### config.mk
export PLATFORM = sky130hd
export DESIGN_NAME = fifo_lock_coordinator
export DESIGN_NICKNAME = d
export VERILOG_FILES = /design/src/hw/rtl/flc_pkg.sv /design/src/hw/rtl/flc_ram.sv /design/src/hw/rtl/flc_ctrl.sv /design/src/hw/rtl/flc_datapath.sv /design/src/hw/rtl/fifo_lock_coordinator.sv
export SDC_FILE = /design/constraint.sdc
export NUM_CORES = 2
export LEC_CHECK = 0
export BUFFER_PORTS_ARGS = -buffer_cell sky130_fd_sc_hd__clkbuf_2
export CAP_MARGIN = 20
export CORE_MARGIN = 2
export CORE_UTILIZATION = 40
export DETAILED_ROUTE_END_ITERATION = 6
export GPL_TIMING_DRIVEN = 1
export PLACE_DENSITY = 0.53
export SYNTH_ARGS = -nofsm -noshare
export SYNTH_HDL_FRONTEND = slang
export SYNTH_SLANG_ARGS = --single-unit
### constraint.sdc
create_clock -name aclk -period 18.2 [get_ports aclk]
set_clock_uncertainty 0.15 [all_clocks]
set_input_delay 3.64 -clock aclk [delete_from_list [all_inputs] [get_ports aclk]]
set_output_delay 3.64 -clock aclk [all_outputs]
set_load 0.05 [all_outputs]
### src/hw/rtl/flc_pkg.sv
// Shared types and codes of the FIFO lock coordinator.
package flc_pkg;

    // Field widths of the stream words
    localparam int ID_W      = 6;
    localparam int CHAN_W    = 8;
    localparam int FUNC_W    = 2;
    localparam int GCOUNT_W  = 32;
    localparam int KNOWN_W   = 7;
    localparam int QLEN_W    = 5;
    localparam int STATUS_W  = 2;
    localparam int S_DATA_W  = 16;
    localparam int M_DATA_W  = 64;

    // Largest id that the request word can carry, plus one
    localparam int ID_SPACE  = 64;

    // Operation codes
    localparam logic [FUNC_W-1:0] FUNC_REQUEST = 2'd0;
    localparam logic [FUNC_W-1:0] FUNC_RELEASE = 2'd1;
    localparam logic [FUNC_W-1:0] FUNC_QUERY   = 2'd2;

    // Status codes
    localparam logic [STATUS_W-1:0] STATUS_OK         = 2'd0;
    localparam logic [STATUS_W-1:0] STATUS_QUEUE_FULL = 2'd1;
    localparam logic [STATUS_W-1:0] STATUS_FREE_REL   = 2'd2;

    // One waiting request in the queue memory
    typedef struct packed {
        logic [CHAN_W-1:0] chan;
        logic [ID_W-1:0]   id;
    } flc_entry_t;

    // Result word, granted in bit 0
    typedef struct packed {
        logic [1:0]          pad;
        logic [STATUS_W-1:0] status;
        logic                lock_busy;
        logic [QLEN_W-1:0]   queue_length;
        logic [KNOWN_W-1:0]  known_count;
        logic [GCOUNT_W-1:0] grant_count;
        logic [CHAN_W-1:0]   grant_channel;
        logic [ID_W-1:0]     grant_id;
        logic                granted;
    } flc_result_t;

    // Commands from the controller to the datapath
    typedef struct packed {
        logic accept;
        logic lookup;
        logic update;
    } flc_cmd_t;

    // Status from the datapath to the controller
    typedef struct packed {
        logic out_free;
    } flc_status_t;

endpackage

### src/hw/rtl/flc_ram.sv
// Generic single-write, single-read RAM with registered read data.
module flc_ram #(
    parameter int WIDTH = 8,
    parameter int DEPTH = 16
) (
    input  logic                     aclk,
    input  logic                     we,
    input  logic [$clog2(DEPTH)-1:0] waddr,
    input  logic [WIDTH-1:0]         wdata,
    input  logic                     re,
    input  logic [$clog2(DEPTH)-1:0] raddr,
    output logic [WIDTH-1:0]         rdata
);

    logic [WIDTH-1:0] mem [DEPTH];
    logic [WIDTH-1:0] rdata_reg;

    // Write port and registered read port
    always_ff @(posedge aclk) begin
        if (we) begin
            mem[waddr] <= wdata;
        end
        if (re) begin
            rdata_reg <= mem[raddr];
        end
    end

    assign rdata = rdata_reg;

endmodule

### src/hw/rtl/flc_ctrl.sv
// Controller state machine: sequences accept, lookup and update of one word.
module flc_ctrl
    import flc_pkg::*;
(
    input  logic        aclk,
    input  logic        aresetn,
    input  logic        s_tvalid,
    output logic        s_tready,
    output flc_cmd_t    cmd,
    input  flc_status_t sts
);

    localparam logic [1:0] ST_IDLE   = 2'd0;
    localparam logic [1:0] ST_LOOKUP = 2'd1;
    localparam logic [1:0] ST_UPDATE = 2'd2;

    logic [1:0] state_reg;
    logic [1:0] state_next;

    // Next state and command decode
    always_comb begin
        state_next = state_reg;
        cmd        = '0;
        s_tready   = 1'b0;
        unique case (state_reg)
            ST_IDLE: begin
                s_tready   = 1'b1;
                cmd.accept = s_tvalid;
                if (s_tvalid) begin
                    state_next = ST_LOOKUP;
                end
            end
            ST_LOOKUP: begin
                cmd.lookup = 1'b1;
                state_next = ST_UPDATE;
            end
            ST_UPDATE: begin
                // Commit only once the result register can take the word
                if (sts.out_free) begin
                    cmd.update = 1'b1;
                    state_next = ST_IDLE;
                end
            end
            default: begin
                state_next = ST_IDLE;
            end
        endcase
    end

    always_ff @(posedge aclk) begin
        if (!aresetn) begin
            state_reg <= ST_IDLE;
        end else begin
            state_reg <= state_next;
        end
    end

endmodule

### src/hw/rtl/flc_datapath.sv
// Datapath: lock flag, wait queue, grant counters, known marks and result register.
module flc_datapath
    import flc_pkg::*;
#(
    parameter int QUEUE_DEPTH    = 16,
    parameter int NUM_REQUESTERS = 64,
    parameter int COUNT_BITS     = 32
) (
    input  logic                aclk,
    input  logic                aresetn,
    input  flc_cmd_t            cmd,
    output flc_status_t         sts,
    input  logic [FUNC_W-1:0]   in_func,
    input  logic [ID_W-1:0]     in_id,
    input  logic [CHAN_W-1:0]   in_chan,
    output logic                m_tvalid,
    input  logic                m_tready,
    output logic [M_DATA_W-1:0] m_tdata
);

    localparam int CNT_DEPTH = (NUM_REQUESTERS < ID_SPACE) ? NUM_REQUESTERS : ID_SPACE;
    localparam int CNT_AW    = $clog2(CNT_DEPTH);
    localparam int Q_AW      = $clog2(QUEUE_DEPTH);
    localparam int Q_FW      = $clog2(QUEUE_DEPTH + 1);
    localparam logic [Q_AW-1:0]       Q_LAST  = Q_AW'(QUEUE_DEPTH - 1);
    localparam logic [Q_FW-1:0]       Q_FULL  = Q_FW'(QUEUE_DEPTH);
    localparam logic [COUNT_BITS-1:0] CNT_MAX = {COUNT_BITS{1'b1}};

    // Word held between accept and update
    logic [FUNC_W-1:0] func_reg;
    logic [ID_W-1:0]   id_reg;
    logic [CHAN_W-1:0] chan_reg;

    // Lock and queue control state
    logic              busy_reg, busy_next;
    logic [Q_AW-1:0]   head_reg, head_next;
    logic [Q_AW-1:0]   tail_reg, tail_next;
    logic [Q_FW-1:0]   fill_reg, fill_next;
    logic [KNOWN_W-1:0] known_total_reg, known_total_next;
    logic [CNT_DEPTH-1:0] cnt_valid_reg, cnt_valid_next;

    // Counter address chosen in the lookup step
    logic [CNT_AW-1:0] cnt_idx_reg;
    logic              cnt_inr_reg;

    // Result register
    flc_result_t result_reg, result_next;
    logic        m_valid_reg, m_valid_next;

    // Memory ports
    flc_entry_t          q_wdata, q_rdata;
    logic                q_we;
    logic [ID_W-1:0]     sel_id;
    logic [CNT_AW-1:0]   sel_idx;
    logic [COUNT_BITS-1:0] cnt_rdata, cnt_cur, cnt_wdata;
    logic                cnt_we;
    logic                cnt_bump;

    // Update decode
    logic              grant_do;
    logic [ID_W-1:0]   grant_id;
    logic [CHAN_W-1:0] grant_chan;
    logic              q_push, q_pop;
    logic [STATUS_W-1:0] status;
    logic [COUNT_BITS-1:0] query_count;
    logic [CNT_AW-1:0] req_idx;
    logic              req_inr;
    logic              mark_new;

    // Queue memory: written at the tail, read at the head on accept
    flc_ram #(
        .WIDTH ($bits(flc_entry_t)),
        .DEPTH (QUEUE_DEPTH)
    ) u_queue_ram (
        .aclk  (aclk),
        .we    (q_we),
        .waddr (tail_reg),
        .wdata (q_wdata),
        .re    (cmd.accept),
        .raddr (head_reg),
        .rdata (q_rdata)
    );

    // Grant counter memory: read in the lookup step, written on update
    flc_ram #(
        .WIDTH (COUNT_BITS),
        .DEPTH (CNT_DEPTH)
    ) u_count_ram (
        .aclk  (aclk),
        .we    (cnt_we),
        .waddr (cnt_idx_reg),
        .wdata (cnt_wdata),
        .re    (cmd.lookup),
        .raddr (sel_idx),
        .rdata (cnt_rdata)
    );

    // A release looks up the head's counter, anything else the word's own id
    assign sel_id  = (func_reg == FUNC_RELEASE) ? q_rdata.id : id_reg;
    assign sel_idx = sel_id[CNT_AW-1:0];

    assign req_idx = id_reg[CNT_AW-1:0];
    assign req_inr = (32'(id_reg) < NUM_REQUESTERS);

    // A counter never written reads as zero. Every request writes its own
    // counter entry, so the valid bit of an entry also marks its id as known.
    assign cnt_cur = cnt_valid_reg[cnt_idx_reg] ? cnt_rdata : '0;

    // Operation decode for the update step
    always_comb begin
        grant_do    = 1'b0;
        grant_id    = '0;
        grant_chan  = '0;
        q_push      = 1'b0;
        q_pop       = 1'b0;
        status      = STATUS_OK;
        busy_next   = busy_reg;
        query_count = '0;
        mark_new    = 1'b0;
        unique case (func_reg)
            FUNC_REQUEST: begin
                mark_new = req_inr && !cnt_valid_reg[req_idx];
                if (!busy_reg) begin
                    busy_next  = 1'b1;
                    grant_do   = 1'b1;
                    grant_id   = id_reg;
                    grant_chan = chan_reg;
                end else if (fill_reg >= Q_FULL) begin
                    status = STATUS_QUEUE_FULL;
                end else begin
                    q_push = 1'b1;
                end
            end
            FUNC_RELEASE: begin
                if (!busy_reg) begin
                    status = STATUS_FREE_REL;
                end else if (fill_reg == '0) begin
                    busy_next = 1'b0;
                end else begin
                    grant_do   = 1'b1;
                    grant_id   = q_rdata.id;
                    grant_chan = q_rdata.chan;
                    q_pop      = 1'b1;
                end
            end
            FUNC_QUERY: begin
                if (cnt_inr_reg) begin
                    query_count = cnt_cur;
                end
            end
            default: begin
            end
        endcase
    end

    // Memory writes: a grant bumps the counter, a request rewrites its own entry
    assign q_wdata   = '{chan: chan_reg, id: id_reg};
    assign q_we      = cmd.update && q_push;
    assign cnt_bump  = grant_do && (cnt_cur != CNT_MAX);
    assign cnt_we    = cmd.update && cnt_inr_reg && (cnt_bump || (func_reg == FUNC_REQUEST));
    assign cnt_wdata = cnt_bump ? cnt_cur + 1'b1 : cnt_cur;

    // Next values of the control state
    always_comb begin
        head_next        = head_reg;
        tail_next        = tail_reg;
        fill_next        = fill_reg;
        known_total_next = known_total_reg;
        cnt_valid_next   = cnt_valid_reg;
        if (q_push) begin
            tail_next = (tail_reg == Q_LAST) ? '0 : tail_reg + 1'b1;
            fill_next = fill_reg + 1'b1;
        end
        if (q_pop) begin
            head_next = (head_reg == Q_LAST) ? '0 : head_reg + 1'b1;
            fill_next = fill_reg - 1'b1;
        end
        if (mark_new) begin
            known_total_next = known_total_reg + 1'b1;
        end
        if (cnt_we) begin
            cnt_valid_next[cnt_idx_reg] = 1'b1;
        end
    end

    // Result word and its handshake
    always_comb begin
        result_next               = result_reg;
        result_next.pad           = '0;
        result_next.status        = status;
        result_next.lock_busy     = busy_next;
        result_next.queue_length  = QLEN_W'(fill_next);
        result_next.known_count   = known_total_next;
        result_next.grant_count   = GCOUNT_W'(query_count);
        result_next.grant_channel = grant_chan;
        result_next.grant_id      = grant_id;
        result_next.granted       = grant_do;

        m_valid_next = m_valid_reg;
        if (m_tready) begin
            m_valid_next = 1'b0;
        end
        if (cmd.update) begin
            m_valid_next = 1'b1;
        end
    end

    assign sts.out_free = !m_valid_reg || m_tready;
    assign m_tvalid     = m_valid_reg;
    assign m_tdata      = result_reg;

    // Payload registers
    always_ff @(posedge aclk) begin
        if (cmd.accept) begin
            func_reg <= in_func;
            id_reg   <= in_id;
            chan_reg <= in_chan;
        end
        if (cmd.lookup) begin
            cnt_idx_reg <= sel_idx;
            cnt_inr_reg <= (32'(sel_id) < NUM_REQUESTERS);
        end
        if (cmd.update) begin
            result_reg <= result_next;
        end
    end

    // Control registers
    always_ff @(posedge aclk) begin
        if (!aresetn) begin
            busy_reg        <= 1'b0;
            head_reg        <= '0;
            tail_reg        <= '0;
            fill_reg        <= '0;
            known_total_reg <= '0;
            cnt_valid_reg   <= '0;
            m_valid_reg     <= 1'b0;
        end else begin
            if (cmd.update) begin
                busy_reg        <= busy_next;
                head_reg        <= head_next;
                tail_reg        <= tail_next;
                fill_reg        <= fill_next;
                known_total_reg <= known_total_next;
                cnt_valid_reg   <= cnt_valid_next;
            end
            m_valid_reg <= m_valid_next;
        end
    end

    // Waiting requests only exist while the lock is held.
    a_queue_needs_lock: assert property (@(posedge aclk) disable iff (!aresetn)
        (fill_reg != '0) |-> busy_reg)
        else $error("queue holds entries while the lock is free");

    // The queue never grows beyond its depth.
    a_fill_bound: assert property (@(posedge aclk) disable iff (!aresetn)
        fill_reg <= Q_FULL)
        else $error("queue fill beyond depth");

    // An update is only issued when the result register can take it.
    a_update_room: assert property (@(posedge aclk) disable iff (!aresetn)
        cmd.update |-> (!m_valid_reg || m_tready))
        else $error("update would overwrite a waiting result");

    // Every update presents a result word in the next cycle.
    a_update_result: assert property (@(posedge aclk) disable iff (!aresetn)
        cmd.update |=> m_valid_reg)
        else $error("update did not present a result");

    // Known requesters never outnumber the counter slots.
    a_known_bound: assert property (@(posedge aclk) disable iff (!aresetn)
        32'(known_total_reg) <= CNT_DEPTH)
        else $error("known total beyond requester count");

endmodule

### src/hw/rtl/fifo_lock_coordinator.sv
// Top level of the FIFO lock coordinator: controller and datapath.
// Each input word passes the accept, lookup and update steps in order (queue head read
// on accept, counter read in lookup, result written on update).
// A new word is taken only after the last one's update, which waits while the result is not taken;
// the queue memory read must finish before the counter memory address is known.
// Reset (aresetn low, synchronous): lock free, queue empty, all counters and
// known marks cleared at once; queue memory contents are left as they are.
module fifo_lock_coordinator
    import flc_pkg::*;
#(
    parameter int QUEUE_DEPTH    = 16,
    parameter int NUM_REQUESTERS = 64,
    parameter int COUNT_BITS     = 32
) (
    input  logic                aclk,
    input  logic                aresetn,
    // Request words
    input  logic                s_tvalid,
    output logic                s_tready,
    input  logic [S_DATA_W-1:0] s_tdata,  // proc_id[5:0], reply_channel[13:6], zero[15:14]
    input  logic [FUNC_W-1:0]   s_tuser,  // func[1:0]
    // Result words
    output logic                m_tvalid,
    input  logic                m_tready,
    output logic [M_DATA_W-1:0] m_tdata   // granted[0], grant_id[6:1], grant_channel[14:7],
                                          // grant_count[46:15], known_count[53:47],
                                          // queue_length[58:54], lock_busy[59],
                                          // status[61:60], zero[63:62]
);

    flc_cmd_t    cmd;
    flc_status_t sts;

    flc_ctrl u_ctrl (
        .aclk     (aclk),
        .aresetn  (aresetn),
        .s_tvalid (s_tvalid),
        .s_tready (s_tready),
        .cmd      (cmd),
        .sts      (sts)
    );

    flc_datapath #(
        .QUEUE_DEPTH    (QUEUE_DEPTH),
        .NUM_REQUESTERS (NUM_REQUESTERS),
        .COUNT_BITS     (COUNT_BITS)
    ) u_datapath (
        .aclk     (aclk),
        .aresetn  (aresetn),
        .cmd      (cmd),
        .sts      (sts),
        .in_func  (s_tuser),
        .in_id    (s_tdata[ID_W-1:0]),
        .in_chan  (s_tdata[ID_W+CHAN_W-1:ID_W]),
        .m_tvalid (m_tvalid),
        .m_tready (m_tready),
        .m_tdata  (m_tdata)
    );

endmodule
==> out/metrics.csv <==
stage;metric;value;unit
status;run_status;complete, no violations;
floorplan;die_h;499;µm
drt;first_pass_iters;6;
logic_synthesis;synthDistinctLibCells;63;
placement;gp_congestion;0.808;
cells_and_area;ff_latch_area;73900;µm²
timing;slew_headroom;22.9;%
setup_path;path_max_fanout;33;
floorplan;ioPinCount;88;
floorplan;die_w;499;µm
floorplan;core_area;243000;µm²
setup_path;cp_slowest_cell;nor2_4;
setup_path;max_stage_delay;0.83;ns
clocking;cts_tree;built;
cells_and_area;fillers;21338;
drt;antenna_left;0;
timing;tns;0;ns
cells_and_area;finish.net_count;7407;
timing;rsz0062_at_grt;false;
logic_synthesis;synthArstFlopShare;0;%
grt;grt_pass1_vias;58246;
timing;max_freq;128;MHz
logic_synthesis;netlist_instances;7290;
cells_and_area;area_growth;13.6;%
placement;io_buffers;83;
clocking;insertion_delay;0.95;ns
logic_synthesis;syn_avg_cell_area;13.4;µm²
setup_path;critPathKind;reg2reg;
setup_path;r2r_slack;10.41;ns
clocking;clockBufferDepth;4;
timing;final_hold_viol_count;0;
drt;drc;0;
timing;finalMaxSlewViolations;0;
drt;wire_per_inst;26.9;µm
setup_path;worst_ep_arrival_time;8.33;ns
placement;post-place-ws;10.36;ns
setup_path;cp.required;18.74;ns
setup_path;startpoint_type;flop;
timing;tightestPinTransition;1.15;ns
cells_and_area;fin_cells;10782;
clocking;cts_hold_buf;0;
grt;grt_pass1_wl;415000;µm
power;p_leak;37.0;nW
floorplan;rows;181;
clocking;clk_pin_slew;0.06;ns
grt;grt_overflow;0;
placement;dp_hpwl;147000;µm
floorplan;initial_utilization;40.3;%
cells_and_area;drive_gt1_share;11.4;%
timing;layout_worst_path_cycle_share;42.8;%
drt;vias_per_cell;5.67;
placement;dp.cells;10292;
clocking;cts-resized-gates;0;
logic_synthesis;yosysSeqAreaShare;75.4;%
drt;wl;290000;µm
cells_and_area;utilization;45.7;%
cells_and_area;multi_input_area;22900;µm²
logic_synthesis;synth_edf_count;2402;
floorplan;dieArea;249000;µm²
grt;gr-usage-all-layers;22.8;%
clocking;numCtsBuffers;283;
worst_hold_path;hold_path.class;reg2reg;
run;maxCapViolCount;0;
power;vdd_drop_max;102;µV
logic_synthesis;ys.flop_type;edfxtp_1;
timing;finalWorstSetupSlack;10.41;ns
grt;grt_max_degree;189;
cells_and_area;largest_reg_flops;2048;
drt;drtIter0Drc;7259;
logic_synthesis;synth_area;98000;µm²
clocking;h-tree-depth;5;
timing;final.min_clock_period;7.79;ns
setup_path;crit_chain;buf_4 > mux4_2 > mux2i_1 > o22a_1 > nand4_1 > nor2_4 > buf_4 > nor2b_1 > ha_1 > and4_1 > nand4_1 > nand4_1 > nor3_1 > xnor2_1 > nor2_4 > buf_4;
grt;grt_antenna_before_repair;22;
timing;setup_viol;0;
logic_synthesis;ys_ff_latch;2490;
drt;num_vias;61184;
clocking;post_cts_buffers;0;
power;power.density;111;nW/µm²
timing;fin_hold_ws;0.341;ns
clocking;cts.sinks;2490;
setup_path;end_kind;flop;
logic_synthesis;yosysWarningCount;0;
clocking;clockRootBuffer;clkbuf_16;
final cells by class:
type / count / share of cell area (%)
clock buffer: 350 / 6.72
clock inverter: 129 / 0.891
antenna: 10 / 0.0225
sequential: 2490 / 66.4
inverter: 18 / 0.0809
timing repair buffer: 271 / 1.76
tap: 3202 / 3.60
multi-input combinational: 4312 / 20.6
Yosys cell counts, types with 2 or more instances:
master    number  area [µm²]
a21oi_1       21         105
nor2_4         6        67.6
mux2i_4        2        45.0
nor3_2        10         100
a211oi_1       5        37.5
a22o_1        68         596
a22oi_1        5        37.5
and4_1         3        26.3
o21ai_0       13        65.1
inv_1         14        52.6
nand4b_1       3        26.3
inv_2          4        15.0
a41oi_1        2        17.5
ha_1           9         113
o211ai_1       2        15.0
or2_2          2        12.5
buf_6          3        33.8
buf_1         34         128
a31oi_1      258        1610
nand3_1     1177        5890
buf_2         84         420
or3_1         12        75.1
mux4_2        98        2210
edfxtp_1    2402       72100
nand2b_1      15        93.8
buf_4          6        45.0
nor4_1         2        12.5
xnor2_1       18         158
dfxtp_1       88        1760
nor3_1        74         370
o22ai_1        3        18.8
nor4b_1        3        26.3
nand3b_1       7        52.6
nand2_1     2102        7890
mux2i_1       18         180
and2_1        37         231
nor2_1        90         338
o21a_1        15         113
or4_1         33         248
clkbuf_1     344        1290
and3_1         7        43.8
nor2b_1        8        50.1
nand4_1      141         882
xor2_1        23         201
logic make-up (layout without fill, tap and decap cells):
| family | after synthesis | after routing | synth area share [%] |
|---|---|---|---|
| and+or+nand+nor | 3738 | 3738 | 16.8 |
| muxes | 119 | 119 | 2.49 |
| xor gates and xnor gates | 41 | 41 | 0.366 |
| buffers and inverters | 489 | 768 | 2.03 |
| other | 1 | 12 | 0.00383 |
| DFF | 2490 | 2490 | 75.4 |
| AOI/OAI and AO/OA | 403 | 403 | 2.79 |
| adders and majority gates | 9 | 9 | 0.115 |
path summary, 6_finish.rpt:
kind / cells after the start / start / endpoint
worst max-delay path: 16 / u_datapath.cnt_idx_reg[0] / u_datapath.u_count_ram.mem[11][23]
worst max register to register: 16 / u_datapath.cnt_idx_reg[0] / u_datapath.u_count_ram.mem[11][23]
worst min-delay path: 1 / u_datapath.cnt_valid_reg[2] / u_datapath.cnt_valid_reg[2]
worst min register to register: 1 / u_datapath.cnt_valid_reg[2] / u_datapath.cnt_valid_reg[2]
routing by layer:
layer  routed length (µm)  track usage (%)  vias to the layer above
met5                   13                0                        -
met4                 6910             5.97                        2
met3                21800             3.63                      425
met2               136000             36.2                     2459
met1               126000             32.7                    31209
li1                     -                -                    27089
worst max-delay path, delay by kind of cell, from the launching register on:
| family | cells | cell delay [ns] |
|---|---|---|
| AND/OR/NAND/NOR | 8 | 3.78 |
| multiplexers | 2 | 0.86 |
| adder cells (fa/ha/maj) | 1 | 0.25 |
| buffers and inverters | 3 | 1.53 |
| flip-flops | 1 | 0.59 |
| AO/OA/AOI/OAI | 1 | 0.18 |
| XOR/XNOR | 1 | 0.16 |
layout by cell type (no fill, tap or decap), types with 23 or more instances in the layout:
cell and instances:
and2_1 36, nand2_1 2098, nand4_1 141, clkbuf_2 83
dfxtp_1 86, clkbuf_16 290, a22o_1 67, or4_1 33
clkinv_1 64, clkbuf_1 60, a31oi_1 258, clkinv_2 40
nand3_1 1177, nor2_4 35, xor2_1 23, buf_4 177
nor3_2 55, mux4_2 98, edfxtp_1 2402, nor2_1 60
where the power goes:
part / internal [W] / switching [W] / total, W / leakage, nW
Sequential: 0.00626 / 0.0000213 / 0.00628 / 22.5
Combinational: 0.000184 / 0.000589 / 0.000773 / 10.4
Clock: 0.00311 / 0.00222 / 0.00533 / 4.15
Total: 0.00955 / 0.00283 / 0.0124 / 37.0
per-stage QoR:
step / total power, W / area (µm²)
after floorplan: 0.00687 / 98000
after global placement: 0.00716 / 103000
after detailed placement: 0.00717 / 103000
after CTS: 0.0125 / 111000
after global routing: 0.0127 / 111000
final: 0.0124 / 111000
Power figures use the tool's default switching activity.
